$ cat src/design/first_fit_word_allocator_core_assert.svh
// assertion macros for the first-fit word allocator core
// used by first_fit_word_allocator_core.sv; expects clk and arst_n in scope
`ifndef FIRST_FIT_WORD_ALLOCATOR_CORE_ASSERT_SVH
`define FIRST_FIT_WORD_ALLOCATOR_CORE_ASSERT_SVH

// same-cycle implication, checked outside reset
`define FFWA_ASSERT_NOW(lbl, ante, cons, msg) \
	lbl: assert property (@(posedge clk) disable iff (!arst_n) (ante) |-> (cons)) \
		else $error(msg);

// next-cycle implication, checked outside reset
`define FFWA_ASSERT_NEXT(lbl, ante, cons, msg) \
	lbl: assert property (@(posedge clk) disable iff (!arst_n) (ante) |=> (cons)) \
		else $error(msg);

`endif

$ cat src/design/ffwa_pkg.sv
// package for the first-fit word allocator core
// sizes, status codes and sequencer states; no dependencies
`default_nettype none

package ffwa_pkg;

	localparam int HEAP_WORDS   = 4096;
	localparam int LIST_ENTRIES = 64;
	localparam int WORD_BYTES   = 8;

	// fixed request and result field widths
	localparam int CMD_W    = 1;
	localparam int SIZE_W   = 16;
	localparam int ADDR_IN_W = 13;
	localparam int STAT_W   = 3;

	// derived widths
	localparam int ADDR_W  = $clog2(HEAP_WORDS);
	localparam int LEN_W   = $clog2(HEAP_WORDS + 1);
	localparam int IDX_W   = $clog2(LIST_ENTRIES);
	localparam int CNT_W   = $clog2(LIST_ENTRIES + 1);
	localparam int BYTE_SH = $clog2(WORD_BYTES);
	localparam int SUM_W   = SIZE_W + 1;
	localparam int WORDS_W = SUM_W - BYTE_SH;
	localparam int CMP_W   = (LEN_W > WORDS_W) ? LEN_W : WORDS_W;
	localparam int ACMP_W  = (ADDR_W > ADDR_IN_W) ? ADDR_W : ADDR_IN_W;

	localparam logic [ADDR_IN_W-1:0] NULL_ADDR = ADDR_IN_W'(HEAP_WORDS);

	localparam logic [CMD_W-1:0] CMD_ALLOC = 1'b0;
	localparam logic [CMD_W-1:0] CMD_FREE  = 1'b1;

	localparam logic [STAT_W-1:0] STAT_OK       = 3'd0;
	localparam logic [STAT_W-1:0] STAT_NOFIT    = 3'd1;
	localparam logic [STAT_W-1:0] STAT_NOTFOUND = 3'd2;
	localparam logic [STAT_W-1:0] STAT_FULL     = 3'd3;
	localparam logic [STAT_W-1:0] STAT_NULL     = 3'd4;

	typedef enum logic [4:0] {
		S_IDLE,
		S_CO_RD,
		S_CO_EV,
		S_CO_END,
		S_A_DEC,
		S_UI_RD,
		S_UI_EV,
		S_UI_PUT,
		S_FD_RD,
		S_FD_EV,
		S_SR_RD,
		S_SR_EV,
		S_F_DEC,
		S_FI_RD,
		S_FI_EV,
		S_FI_PUT,
		S_UD_RD,
		S_UD_EV,
		S_DONE
	} state_t;

endpackage

`default_nettype wire

$ cat src/design/first_fit_word_allocator_core.sv
// first-fit word allocator core: sequencer, list memories and result register
// depends on ffwa_pkg and first_fit_word_allocator_core_assert.svh
//
// channel | signals                                   | direction
// request | in_valid in_ready cmd req_bytes address   | in
// result  | out_valid out_ready result_address status | out
//
// an allocate walks the free list to merge and pick the first fit, then the used list
// and, if the chunk is used whole, the free list; a free walks the used list, the free
// list and the used list again, each via the single registered read port of a list.
// reset leaves one free chunk covering the whole heap; no clearing pass is run.
// the next request is taken while a finished result waits on out_ready.
`default_nettype none

module first_fit_word_allocator_core (
	input  wire logic                           clk,
	input  wire logic                           arst_n,
	input  wire logic                           in_valid,
	output logic                                in_ready,
	input  wire logic [ffwa_pkg::CMD_W-1:0]     cmd,
	input  wire logic [ffwa_pkg::SIZE_W-1:0]    req_bytes,
	input  wire logic [ffwa_pkg::ADDR_IN_W-1:0] address,
	output logic                                out_valid,
	input  wire logic                           out_ready,
	output logic [ffwa_pkg::ADDR_IN_W-1:0]      result_address,
	output logic [ffwa_pkg::STAT_W-1:0]         status
);

	localparam int AW  = ffwa_pkg::ADDR_W;
	localparam int LW  = ffwa_pkg::LEN_W;
	localparam int IW  = ffwa_pkg::IDX_W;
	localparam int CW  = ffwa_pkg::CNT_W;
	localparam int WW  = ffwa_pkg::WORDS_W;
	localparam int XW  = ffwa_pkg::CMP_W;
	localparam int QW  = ffwa_pkg::ACMP_W;
	localparam int RW  = ffwa_pkg::ADDR_IN_W;
	localparam int SW  = ffwa_pkg::STAT_W;
	localparam logic [CW-1:0] LIST_MAX = CW'(ffwa_pkg::LIST_ENTRIES);

	ffwa_pkg::state_t state_q, state_d;

	// list memories
	logic [AW-1:0] free_start_mem [ffwa_pkg::LIST_ENTRIES];
	logic [LW-1:0] free_len_mem   [ffwa_pkg::LIST_ENTRIES];
	logic [AW-1:0] used_start_mem [ffwa_pkg::LIST_ENTRIES];
	logic [LW-1:0] used_len_mem   [ffwa_pkg::LIST_ENTRIES];

	logic [AW-1:0] free_rs_q, used_rs_q;
	logic [LW-1:0] free_rl_q, used_rl_q;
	logic          free_rd0_q;
	logic          free0_q;

	// sequencer registers
	logic [WW-1:0]   words_q;
	logic [RW-1:0]   addr_q;
	logic [CW-1:0]   fc_q, uc_q, r_q, w_q, k_q;
	logic [AW-1:0]   cs_q, fs_q;
	logic [LW-1:0]   cl_q, fl_q;
	logic            found_q, tail_zero_q;
	logic [RW-1:0]   res_q;
	logic [SW-1:0]   stat_q;
	logic            out_valid_q;
	logic [RW-1:0]   result_address_q;
	logic [SW-1:0]   status_q;

	// memory port controls
	logic          free_we, used_we;
	logic [IW-1:0] free_waddr, used_waddr, free_raddr, used_raddr;
	logic [AW-1:0] free_wstart, used_wstart;
	logic [LW-1:0] free_wlen, used_wlen;

	// shared arithmetic
	logic [ffwa_pkg::SUM_W-1:0] round_sum;
	logic [WW-1:0]   in_words;
	logic [AW-1:0]   free_dstart;
	logic [LW-1:0]   free_dlen;
	logic            adjacent;
	logic            fits;
	logic [AW-1:0]   tail_start;
	logic [LW-1:0]   tail_len;
	logic [CW-1:0]   r_inc, w_dec;
	logic            accept;

	assign accept    = in_valid && in_ready;
	assign round_sum = {1'b0, req_bytes} + ffwa_pkg::SUM_W'(ffwa_pkg::WORD_BYTES - 1);
	assign in_words  = WW'(round_sum >> ffwa_pkg::BYTE_SH);

	// entry 0 of the free list reads as the whole heap until first written
	assign free_dstart = (free_rd0_q && free0_q) ? '0 : free_rs_q;
	assign free_dlen   = (free_rd0_q && free0_q) ? LW'(ffwa_pkg::HEAP_WORDS) : free_rl_q;

	assign adjacent   = (LW'(cs_q) + cl_q) == LW'(free_dstart);
	assign fits       = !found_q && (XW'(cl_q) >= XW'(words_q));
	assign tail_start = AW'(XW'(fs_q) + XW'(words_q));
	assign tail_len   = LW'(XW'(fl_q) - XW'(words_q));
	assign r_inc      = r_q + CW'(1);
	assign w_dec      = w_q - CW'(1);

	// next state
	always_comb begin
		state_d = state_q;
		case (state_q)
			ffwa_pkg::S_IDLE: begin
				if (accept) begin
					if (cmd == ffwa_pkg::CMD_ALLOC) begin
						state_d = (in_words == '0) ? ffwa_pkg::S_DONE : ffwa_pkg::S_CO_RD;
					end else begin
						state_d = (address == ffwa_pkg::NULL_ADDR) ? ffwa_pkg::S_DONE
							: ffwa_pkg::S_SR_RD;
					end
				end
			end
			ffwa_pkg::S_CO_RD: state_d = (r_q == fc_q) ? ffwa_pkg::S_CO_END : ffwa_pkg::S_CO_EV;
			ffwa_pkg::S_CO_EV: state_d = ffwa_pkg::S_CO_RD;
			ffwa_pkg::S_CO_END: state_d = ffwa_pkg::S_A_DEC;
			ffwa_pkg::S_A_DEC: begin
				state_d = (!found_q || uc_q >= LIST_MAX) ? ffwa_pkg::S_DONE : ffwa_pkg::S_UI_RD;
			end
			ffwa_pkg::S_UI_RD: state_d = (w_q == '0) ? ffwa_pkg::S_UI_PUT : ffwa_pkg::S_UI_EV;
			ffwa_pkg::S_UI_EV: state_d = (used_rs_q > fs_q) ? ffwa_pkg::S_UI_RD : ffwa_pkg::S_UI_PUT;
			ffwa_pkg::S_UI_PUT: state_d = tail_zero_q ? ffwa_pkg::S_FD_RD : ffwa_pkg::S_DONE;
			ffwa_pkg::S_FD_RD: state_d = (r_inc >= fc_q) ? ffwa_pkg::S_DONE : ffwa_pkg::S_FD_EV;
			ffwa_pkg::S_FD_EV: state_d = ffwa_pkg::S_FD_RD;
			ffwa_pkg::S_SR_RD: state_d = (r_q == uc_q) ? ffwa_pkg::S_DONE : ffwa_pkg::S_SR_EV;
			ffwa_pkg::S_SR_EV: begin
				state_d = (QW'(used_rs_q) == QW'(addr_q)) ? ffwa_pkg::S_F_DEC : ffwa_pkg::S_SR_RD;
			end
			ffwa_pkg::S_F_DEC: state_d = (fc_q >= LIST_MAX) ? ffwa_pkg::S_DONE : ffwa_pkg::S_FI_RD;
			ffwa_pkg::S_FI_RD: state_d = (w_q == '0) ? ffwa_pkg::S_FI_PUT : ffwa_pkg::S_FI_EV;
			ffwa_pkg::S_FI_EV: state_d = (free_dstart > fs_q) ? ffwa_pkg::S_FI_RD : ffwa_pkg::S_FI_PUT;
			ffwa_pkg::S_FI_PUT: state_d = ffwa_pkg::S_UD_RD;
			ffwa_pkg::S_UD_RD: state_d = (r_inc >= uc_q) ? ffwa_pkg::S_DONE : ffwa_pkg::S_UD_EV;
			ffwa_pkg::S_UD_EV: state_d = ffwa_pkg::S_UD_RD;
			ffwa_pkg::S_DONE: begin
				if (!out_valid_q || out_ready) begin
					state_d = ffwa_pkg::S_IDLE;
				end
			end
			default: state_d = ffwa_pkg::S_IDLE;
		endcase
	end

	// memory port controls and request ready
	always_comb begin
		in_ready    = 1'b0;
		free_we     = 1'b0;
		free_waddr  = w_q[IW-1:0];
		free_wstart = cs_q;
		free_wlen   = cl_q;
		free_raddr  = r_q[IW-1:0];
		used_we     = 1'b0;
		used_waddr  = w_q[IW-1:0];
		used_wstart = used_rs_q;
		used_wlen   = used_rl_q;
		used_raddr  = r_q[IW-1:0];
		case (state_q)
			ffwa_pkg::S_IDLE: in_ready = 1'b1;
			ffwa_pkg::S_CO_EV: free_we = (r_q != '0) && !adjacent;
			ffwa_pkg::S_CO_END: free_we = (r_q != '0);
			ffwa_pkg::S_A_DEC: begin
				free_we     = found_q && (uc_q < LIST_MAX) && (tail_len != '0);
				free_waddr  = k_q[IW-1:0];
				free_wstart = tail_start;
				free_wlen   = tail_len;
			end
			ffwa_pkg::S_UI_RD: used_raddr = w_dec[IW-1:0];
			ffwa_pkg::S_UI_EV: used_we = (used_rs_q > fs_q);
			ffwa_pkg::S_UI_PUT: begin
				used_we     = 1'b1;
				used_wstart = fs_q;
				used_wlen   = LW'(words_q);
			end
			ffwa_pkg::S_FD_RD: free_raddr = r_inc[IW-1:0];
			ffwa_pkg::S_FD_EV: begin
				free_we     = 1'b1;
				free_waddr  = r_q[IW-1:0];
				free_wstart = free_dstart;
				free_wlen   = free_dlen;
			end
			ffwa_pkg::S_FI_RD: free_raddr = w_dec[IW-1:0];
			ffwa_pkg::S_FI_EV: begin
				free_we     = (free_dstart > fs_q);
				free_wstart = free_dstart;
				free_wlen   = free_dlen;
			end
			ffwa_pkg::S_FI_PUT: begin
				free_we     = 1'b1;
				free_wstart = fs_q;
				free_wlen   = fl_q;
			end
			ffwa_pkg::S_UD_RD: used_raddr = r_inc[IW-1:0];
			ffwa_pkg::S_UD_EV: begin
				used_we    = 1'b1;
				used_waddr = r_q[IW-1:0];
			end
			default: ;
		endcase
	end

	// free list memory, registered read
	always_ff @(posedge clk) begin
		if (free_we) begin
			free_start_mem[free_waddr] <= free_wstart;
			free_len_mem[free_waddr]   <= free_wlen;
		end
		free_rs_q <= free_start_mem[free_raddr];
		free_rl_q <= free_len_mem[free_raddr];
	end

	// used list memory, registered read
	always_ff @(posedge clk) begin
		if (used_we) begin
			used_start_mem[used_waddr] <= used_wstart;
			used_len_mem[used_waddr]   <= used_wlen;
		end
		used_rs_q <= used_start_mem[used_raddr];
		used_rl_q <= used_len_mem[used_raddr];
	end

	// control state
	always_ff @(posedge clk or negedge arst_n) begin
		if (!arst_n) begin
			state_q     <= ffwa_pkg::S_IDLE;
			free0_q     <= 1'b1;
			free_rd0_q  <= 1'b0;
			fc_q        <= CW'(1);
			uc_q        <= '0;
			out_valid_q <= 1'b0;
		end else begin
			state_q    <= state_d;
			free_rd0_q <= (free_raddr == '0);
			if (free_we && free_waddr == '0) begin
				free0_q <= 1'b0;
			end
			case (state_q)
				ffwa_pkg::S_CO_END: fc_q <= (r_q == '0) ? '0 : w_q + CW'(1);
				ffwa_pkg::S_UI_PUT: uc_q <= uc_q + CW'(1);
				ffwa_pkg::S_FD_RD: begin
					if (r_inc >= fc_q) begin
						fc_q <= fc_q - CW'(1);
					end
				end
				ffwa_pkg::S_FI_PUT: fc_q <= fc_q + CW'(1);
				ffwa_pkg::S_UD_RD: begin
					if (r_inc >= uc_q) begin
						uc_q <= uc_q - CW'(1);
					end
				end
				default: ;
			endcase
			if (state_q == ffwa_pkg::S_DONE && (!out_valid_q || out_ready)) begin
				out_valid_q <= 1'b1;
			end else if (out_ready) begin
				out_valid_q <= 1'b0;
			end
		end
	end

	// working registers of the sequencer
	always_ff @(posedge clk) begin
		case (state_q)
			ffwa_pkg::S_IDLE: begin
				words_q <= in_words;
				addr_q  <= address;
				r_q     <= '0;
				w_q     <= '0;
				found_q <= 1'b0;
				res_q   <= ffwa_pkg::NULL_ADDR;
				if (cmd == ffwa_pkg::CMD_ALLOC) begin
					stat_q <= ffwa_pkg::STAT_NOFIT;
				end else if (address == ffwa_pkg::NULL_ADDR) begin
					stat_q <= ffwa_pkg::STAT_NULL;
				end else begin
					stat_q <= ffwa_pkg::STAT_NOTFOUND;
				end
			end
			ffwa_pkg::S_CO_EV: begin
				r_q <= r_inc;
				if (r_q == '0) begin
					cs_q <= free_dstart;
					cl_q <= free_dlen;
				end else if (adjacent) begin
					cl_q <= cl_q + free_dlen;
				end else begin
					if (fits) begin
						found_q <= 1'b1;
						k_q     <= w_q;
						fs_q    <= cs_q;
						fl_q    <= cl_q;
					end
					w_q  <= w_q + CW'(1);
					cs_q <= free_dstart;
					cl_q <= free_dlen;
				end
			end
			ffwa_pkg::S_CO_END: begin
				if (r_q != '0 && fits) begin
					found_q <= 1'b1;
					k_q     <= w_q;
					fs_q    <= cs_q;
					fl_q    <= cl_q;
				end
			end
			ffwa_pkg::S_A_DEC: begin
				w_q         <= uc_q;
				tail_zero_q <= (tail_len == '0);
				if (found_q && uc_q >= LIST_MAX) begin
					stat_q <= ffwa_pkg::STAT_FULL;
				end
			end
			ffwa_pkg::S_UI_EV: begin
				if (used_rs_q > fs_q) begin
					w_q <= w_dec;
				end
			end
			ffwa_pkg::S_UI_PUT: begin
				r_q    <= k_q;
				stat_q <= ffwa_pkg::STAT_OK;
				res_q  <= RW'(fs_q);
			end
			ffwa_pkg::S_FD_EV: r_q <= r_inc;
			ffwa_pkg::S_SR_EV: begin
				if (QW'(used_rs_q) == QW'(addr_q)) begin
					k_q  <= r_q;
					fs_q <= used_rs_q;
					fl_q <= used_rl_q;
				end else begin
					r_q <= r_inc;
				end
			end
			ffwa_pkg::S_F_DEC: begin
				w_q <= fc_q;
				if (fc_q >= LIST_MAX) begin
					stat_q <= ffwa_pkg::STAT_FULL;
				end
			end
			ffwa_pkg::S_FI_EV: begin
				if (free_dstart > fs_q) begin
					w_q <= w_dec;
				end
			end
			ffwa_pkg::S_FI_PUT: begin
				r_q    <= k_q;
				stat_q <= ffwa_pkg::STAT_OK;
			end
			ffwa_pkg::S_UD_EV: r_q <= r_inc;
			default: ;
		endcase
	end

	// result register, loaded when the previous result has gone
	always_ff @(posedge clk) begin
		if (state_q == ffwa_pkg::S_DONE && (!out_valid_q || out_ready)) begin
			result_address_q <= res_q;
			status_q         <= stat_q;
		end
	end

	assign out_valid      = out_valid_q;
	assign result_address = result_address_q;
	assign status         = status_q;

`include "first_fit_word_allocator_core_assert.svh"

	`FFWA_ASSERT_NOW(a_counts_bounded, 1'b1, (fc_q <= LIST_MAX) && (uc_q <= LIST_MAX), "list count above capacity")
	`FFWA_ASSERT_NOW(a_fail_is_null, out_valid && (status != ffwa_pkg::STAT_OK), result_address == ffwa_pkg::NULL_ADDR, "failed request returned an address")
	`FFWA_ASSERT_NOW(a_fit_large_enough, (state_q == ffwa_pkg::S_A_DEC) && found_q, XW'(fl_q) >= XW'(words_q), "chosen chunk smaller than request")
	`FFWA_ASSERT_NEXT(a_busy_after_accept, accept, !in_ready, "request taken while busy")

endmodule

`default_nettype wire

$ cat config.mk
export PLATFORM = sky130hd
export DESIGN_NAME = first_fit_word_allocator_core
export DESIGN_NICKNAME = d
export VERILOG_FILES = /design/src/design/ffwa_pkg.sv /design/src/design/first_fit_word_allocator_core.sv
export VERILOG_INCLUDE_DIRS = /design/src /design/src/design
export SDC_FILE = /design/constraint.sdc
export NUM_CORES = 2
export LEC_CHECK = 0
export BUFFER_PORTS_ARGS = -buffer_cell sky130_fd_sc_hd__buf_4
export CAP_MARGIN = 15
export CORE_ASPECT_RATIO = 0.75
export CORE_MARGIN = 2
export CORE_UTILIZATION = 30
export CTS_CLUSTER_SIZE = 12
export DETAILED_ROUTE_END_ITERATION = 8
export PLACE_DENSITY = 0.43
export SLEW_MARGIN = 40
export SYNTH_ARGS = -nofsm -noshare
export SYNTH_HDL_FRONTEND = slang
export SYNTH_SLANG_ARGS = --single-unit
$ cat constraint.sdc
create_clock -name clk -period 14.45 [get_ports clk]
set_input_delay 2.89 -clock clk [delete_from_list [all_inputs] [get_ports clk]]
set_output_delay 2.89 -clock clk [all_outputs]
set_load 0.1 [all_outputs]
# Yosys cells after proc, flatten, opt, wreduce, memory -nomap -nowiden
# Memories as Yosys holds them, arrays and structs flattened. A register that Yosys moved wholly into a read port is not among the register bits.
# Index checks and enable logic that the tools add are counted.
dict set report word_totals {
  ramBits 3200
  in_bits 34
  reg_bits 154
  elab_cells 213
  out_inout_bits 18
  n_memories 4
}
dict set report op_classes {
  n_eq_ne 38
  n_mux 82
  magnitude_cmp 8
  n_reduce_logical 48
  add_sub_neg 12
}
# memory depth width read_ports rd_clocked_by_memory_dff wr line_no
set mem_list {}
lappend mem_list {free_len_mem 64 13 1 1 1 first_fit_word_allocator_core.sv:44} ;# logic [LW-1:0] free_len_mem [ffwa_pkg::LIST_ENTRIES];
lappend mem_list {used_len_mem 64 13 1 1 1 first_fit_word_allocator_core.sv:46} ;# logic [LW-1:0] used_len_mem [ffwa_pkg::LIST_ENTRIES];
lappend mem_list {free_start_mem 64 12 1 1 1 first_fit_word_allocator_core.sv:43} ;# logic [AW-1:0] free_start_mem [ffwa_pkg::LIST_ENTRIES];
lappend mem_list {used_start_mem 64 12 1 1 1 first_fit_word_allocator_core.sv:45} ;# logic [AW-1:0] used_start_mem [ffwa_pkg::LIST_ENTRIES];
# operator count
set ops {}
lappend ops {{$mux 13} 9}
lappend ops {{$mux 12} 9}
lappend ops {{$mux 7} 13}
lappend ops {{$pmux 5 s18} 1}
lappend ops {{$pmux 13 s3} 2}
lappend ops {{$pmux 12 s3} 2}
lappend ops {{$mux 5} 10}
lappend ops {{$pmux 7 s3} 2}
lappend ops {{$pmux 7 s6} 1}
lappend ops {{$eq 5x4->1 const B} 8}
lappend ops {{$pmux 6 s2} 3}
lappend ops {{$add 7x1->7 const B} 4}
lappend ops {{$pmux 7 s4} 1}
lappend ops {{$ne 2x2->1 const B} 13}
lappend ops {{$pmux 13 s2} 1}
lappend ops {{$gt 12x12->1} 2}
lappend ops {{$sub 7x1->7 const B} 3}
lappend ops {{$eq 5x3->1 const B} 4}
lappend ops {{$add 16x3->17 const B} 1}
lappend ops {{$eq 5x5->1 const B} 3}
lappend ops {{$mux 3} 5}
lappend ops {{$eq 7x7->1} 2}
lappend ops {{$ge 13x14->1} 1}
lappend ops {{$ge 7x7->1} 2}
lappend ops {{40 further kinds} 86}

# Longest topological paths before layout
dict set report logic_depth {
  ltp_word 8
  mapped_depth 16
  ltp_nobuf 14
}

# Least setup slack after synthesis
# Ideal clock, no wire load.
dict set report synth_timing {
  path_kind {register to register}
  startpoint {register words_q[1]}
  endpoint {memory free_start_mem[0][11] (netlist name) (data pin)}
  setup_slack_ns 9.086
  t_arrival_ns 4.662
  required_ns 13.748
  setup_time_ns 0.702
  stages_incl_launch_ff 11
  synth_period_minus_slack_ns 5.364
  path_buffers 0
  cell_sequence {edfxtp_1 ha_1 a21o_1 a21oi_1 nor2b_1 o21a_1 o22a_1 a41o_1 o41ai_1 xnor2_1 o21ai_0}
}
dict set report synth_between {
  elab_chain_cells 2
}
# item line_no
set synth_lines {}
lappend synth_lines {{start: declaration} first_fit_word_allocator_core.sv:54} ;# logic [WW-1:0] words_q;
lappend synth_lines {{start signal: assignment} first_fit_word_allocator_core.sv:263} ;# words_q <= in_words;
lappend synth_lines {{$add 12x12->12} first_fit_word_allocator_core.sv:94} ;# assign tail_start = AW'(XW'(fs_q) + XW'(words_q));
lappend synth_lines {{$pmux 12 s3} first_fit_word_allocator_core.sv:156} ;# case (state_q)
lappend synth_lines {{net free_wstart[11]} first_fit_word_allocator_core.sv:69} ;# logic [AW-1:0] free_wstart, used_wstart;
lappend synth_lines {{end: declaration} first_fit_word_allocator_core.sv:43}
# The timed path passes the listed nets, and every way through them passes these cells.

# Worst setup path in the final report
dict set report layout_timing {
  startpoint {register state_q[0]}
  endpoint {register free_rl_q[1] (read register of free_len_mem)}
}
dict set report layout_between {
  elab_chain_cells 2
  word_cells_on_any_way 3
  cone_classes {eq/ne (2); mux (1)}
}
# item line_no
set layout_lines {}
lappend layout_lines {{start: declaration} first_fit_word_allocator_core.sv:40} ;# ffwa_pkg::state_t state_q, state_d;
lappend layout_lines {{start signal: assignment} first_fit_word_allocator_core.sv:223} ;# state_q <= ffwa_pkg::S_IDLE;
lappend layout_lines {{start signal: assignment} first_fit_word_allocator_core.sv:230} ;# state_q <= state_d;
lappend layout_lines {{$eq 5x4->1} first_fit_word_allocator_core.sv:156}
lappend layout_lines {{$pmux 6 s2 *} first_fit_word_allocator_core.sv:156}
lappend layout_lines {{end: declaration} first_fit_word_allocator_core.sv:49} ;# logic [LW-1:0] free_rl_q, used_rl_q;
# Mark *: on every way between the ends. The rest lies on a longest branch, timed or not.
# A chain may end at the register's enable or synchronous reset.

==> summary.md <==
| Metric | Value |
|---|---|
| Setup Buffers After CTS | `0` |
| GRT busiest layer | `met2` |
| Die span in y | `594 um` |
| Post_cts resized | `0` |
| Vias in the first global route | `84300` |
| Final setup fails | `0` |
| Syn Inst Count | `10200` |
| CTS Buffer Depth | `4` |
| Status | `finished, final reports clean` |
| Hold Crit Depth | `0` |
| Utilization after layout | `34.7%` |
| Reg-to-Reg End | `free_rl_q[1]` |
| Multi-input gate area | `36400 um^2` |
| Largest family of logic cells by synthesized area | `simple AND/OR/NAND/NOR gates` |
| R2R depth | `13` |
| Sequential cell area | `102000 um^2` |
| Hold WS | `0.424 ns` |
| Min-Delay Endpoint | `result_address[12]` |
| WS Path Type | `flip-flop to flip-flop` |
| TritonCTS clock tree | `built` |
| Seq/Total Area, Yosys | `73.0%` |
| Synthesized area per cell | `13.7 um^2` |
| Routed Wire Length | `489000 um` |
| Syn-to-layout area delta | `15.0%` |
| DRT Pass-1 Iters | `6` |
| # clock sinks | `3404` |
| Tmin final | `6.67 ns` |
| CP Capture Type | `flip-flop` |
| P per Cell Area | `239 nW/um^2` |
| Clk Latency, worst-skew pair | `0.95 ns` |
| Total track usage | `20.1%` |
| EDFF count, synth | `3332` |
| GR Util met1 | `29.7%` |
| Max-Cap Viols | `0` |
| First-pass GRT wire length | `680000 um` |
| DRC | `0` |
| Top-Level Pins | `52` |
| Final setup margin | `7.78 ns` |
| Initial Utilization | `30.1%` |
| Via Count | `88100` |
| Fin. Hold Viols | `0` |
| Adder-cell share of the synthesized area | `1.10%` |
| Synth warn | `0` |
| Die W | `791 um` |
| Layout cells sized above 1 | `12.9%` |
| Post-synthesis compound-gate area fraction | `7.06%` |
| Fmax | `150 MHz` |
| H-Tree Depth | `5` |
| Final #Nets | `10500` |
| Clock-pin slew on the worst setup and hold paths | `0.07 ns` |
| WP data arrival | `7.45 ns` |
| Max transition margin | `35.6%` |
| Core area | `462000 um^2` |
| FF-to-FF setup slack | `7.78 ns` |
| Largest net degree at the start of global routing | `155` |
| Grt ovf | `0` |
| Number of core rows | `216` |
| DR vias/cell | `5.29` |
| Fill cells | `44400` |
| Initial DRC count | `9310` |
| CTS Buf Count | `349` |
| Hold WC Path Type | `flip-flop to flip-flop` |
| Share of flip-flops with an asynchronous set or reset | `0.646%` |
| Leakage | `53.4 nW` |
| Mux contribution to synthesized area | `3.99%` |
| WL/cell | `29.4 um` |
| Met3 usage | `3.07%` |
| Setup crit start kind | `flip-flop` |
| Setup TNS | `0 ns` |
| RePlAce Congestion | `0.838` |
| I/O Buffers | `51` |
| RSZ-0062 raised after global routing | `no` |
| Final Slew Violations | `0` |
| Post-Syn Area | `139000 um^2` |
| Worst vdd ir | `0.188 mV` |
| Hold_sp | `res_q[12]` |
| # hold bufs at CTS | `0` |
| Root Driver | `clkbuf_16` |
| Worst R2R Start | `state_q[0]` |
| Top FF cell, synth | `edfxtp_1` |
| Skew final | `0.0639 ns` |
| Initial antenna violation count | `27` |
| Worst endpoint required time | `15.23 ns` |
| Post-synth cell types | `84` |
| Commonest non-fill, non-tap cell in the layout | `edfxtp_1` |
| Pre-CTS setup slack | `7.81 ns` |
| Simple-Gate Fraction of Synth Area | `12.0%` |
| Tightest Pin Transition | `0.959 ns` |
| Met2 Usage GRT | `31.3%` |
| Syn nets | `10300` |
| #FFs+latches synth | `3404` |
| Post-Synth XOR/XNOR Area | `0.704%` |
| DIE AREA | `470000 um^2` |
| Most frequent cells in the layout | `edfxtp_1 (3332), nand2_1 (2415), nand3_1 (812)` |
| Fin crit share | `46.2%` |
| DP HPWL | `286000 um` |
| Detail Route Antenna Nets | `0` |
| Critical-path maximum fanout | `36` |
-- cells by family after synthesis --
family | count (synthesis)
buffers and inverters | 710
muxes | 473
xor gates and xnor gates | 112
DFF | 3404
and+or+nand+nor | 3906
adders and majority gates | 119
AOI/OAI and AO/OA | 1441
-- layout make-up --
class | count | share of cell area [%]
antenna | 12 | 0.0187
multi-input combinational | 6051 | 22.7
timing repair buffer | 415 | 2.42
clock inverter | 83 | 0.469
clock buffer | 501 | 5.99
sequential | 3404 | 63.4
inverter | 79 | 0.185
tap | 6104 | 4.77
-- where the power goes --
| group | switching, W | internal [W] | leakage [nW] |
|---|---|---|---|
| combinational | 0.0120 | 0.00437 | 17.6 |
| clock | 0.00384 | 0.00473 | 5.02 |
| sequential | 0.000496 | 0.0128 | 30.8 |
| total | 0.0163 | 0.0219 | 53.4 |
-- synthesized netlist by cell type, types with 13 or more instances --
cell type | n | area, um^2
xnor2_1 | 70 | 613
nand3_1 | 814 | 4070
a22oi_1 | 34 | 255
clkbuf_1 | 392 | 1470
dfrtp_1 | 20 | 500
nand2b_1 | 33 | 206
and3_1 | 115 | 719
a32o_1 | 48 | 480
edfxtp_1 | 3332 | 100000
a22o_1 | 14 | 123
buf_4 | 15 | 113
nor3_1 | 115 | 576
buf_2 | 130 | 651
nor2_1 | 243 | 912
o21ai_0 | 212 | 1060
dfxtp_1 | 50 | 1000
a222oi_1 | 18 | 180
inv_1 | 77 | 289
nand2_1 | 2428 | 9110
o21ai_1 | 16 | 80.1
mux4_2 | 51 | 1150
a221o_1 | 18 | 180
o22ai_1 | 80 | 500
a221oi_1 | 180 | 1580
or2_2 | 14 | 87.6
a32oi_1 | 153 | 1340
mux2_2 | 141 | 1590
a21o_1 | 46 | 345
a31oi_1 | 111 | 694
nor3b_1 | 53 | 398
and2_1 | 19 | 119
ha_1 | 113 | 1410
a211oi_1 | 34 | 255
o211ai_1 | 29 | 218
xor2_1 | 42 | 368
nand4_1 | 15 | 93.8
mux2i_1 | 281 | 2810
buf_6 | 16 | 180
o221ai_1 | 15 | 131
buf_1 | 78 | 293
nor2b_1 | 13 | 81.3
a21oi_1 | 362 | 1810
-- routing by layer --
metal | share of wire [%] | vias to the layer above | wire length [um]
met2 | 45 | 3221 | 221000
met4 | 2.4 | 8 | 11800
met5 | 0.0076 | - | 37
met3 | 6.7 | 565 | 32800
li1 | - | 38500 | -
met1 | 46 | 45800 | 224000
-- sequential cells by signal, summed over array words and instances, names as in the netlist, 13 cells and up --
signal          count
used_start_mem    768
used_len_mem      832
used_rl_q          13
res_q              13
free_len_mem      832
result_address     13
words_q            14
addr_q             13
free_rl_q          13
free_start_mem    768
cl_q               13
fl_q               13
-- worst max-delay path, stage by stage, from the launching register on --
cell and delay, ns:
dfrtp_1 0.55, buf_4 0.31, nor2_1 0.61, a22oi_1 0.47
a221o_4 0.70, buf_4 0.42, buf_4 0.38, nor3_4 0.74
buf_4 0.62, a221oi_1 0.20, o21ai_0 0.14, nor3b_2 0.65
nor2_1 0.10, o21ai_0 0.43
-- metrics by stage --
step	instances	cell area, um^2	power (W)
finish	16600	160000	0.0383
detailed placement	16000	150000	0.0299
global placement	16000	148000	0.0294
CTS	16600	160000	0.0385
global route	16600	160000	0.0399
floorplan	10200	139000	0.0222
-- worst max-delay path by stage --
stage                          start                    end
after floorplan           words_q[1]  free_start_mem[0][11]
after detailed placement  state_q[0]           free_rl_q[1]
after global placement    state_q[1]           used_rs_q[4]
after CTS                 state_q[1]           free_rs_q[3]
final                     state_q[0]           free_rl_q[1]
after global routing      state_q[0]           free_rl_q[1]
Note: power is estimated with default switching activity, not from simulation.
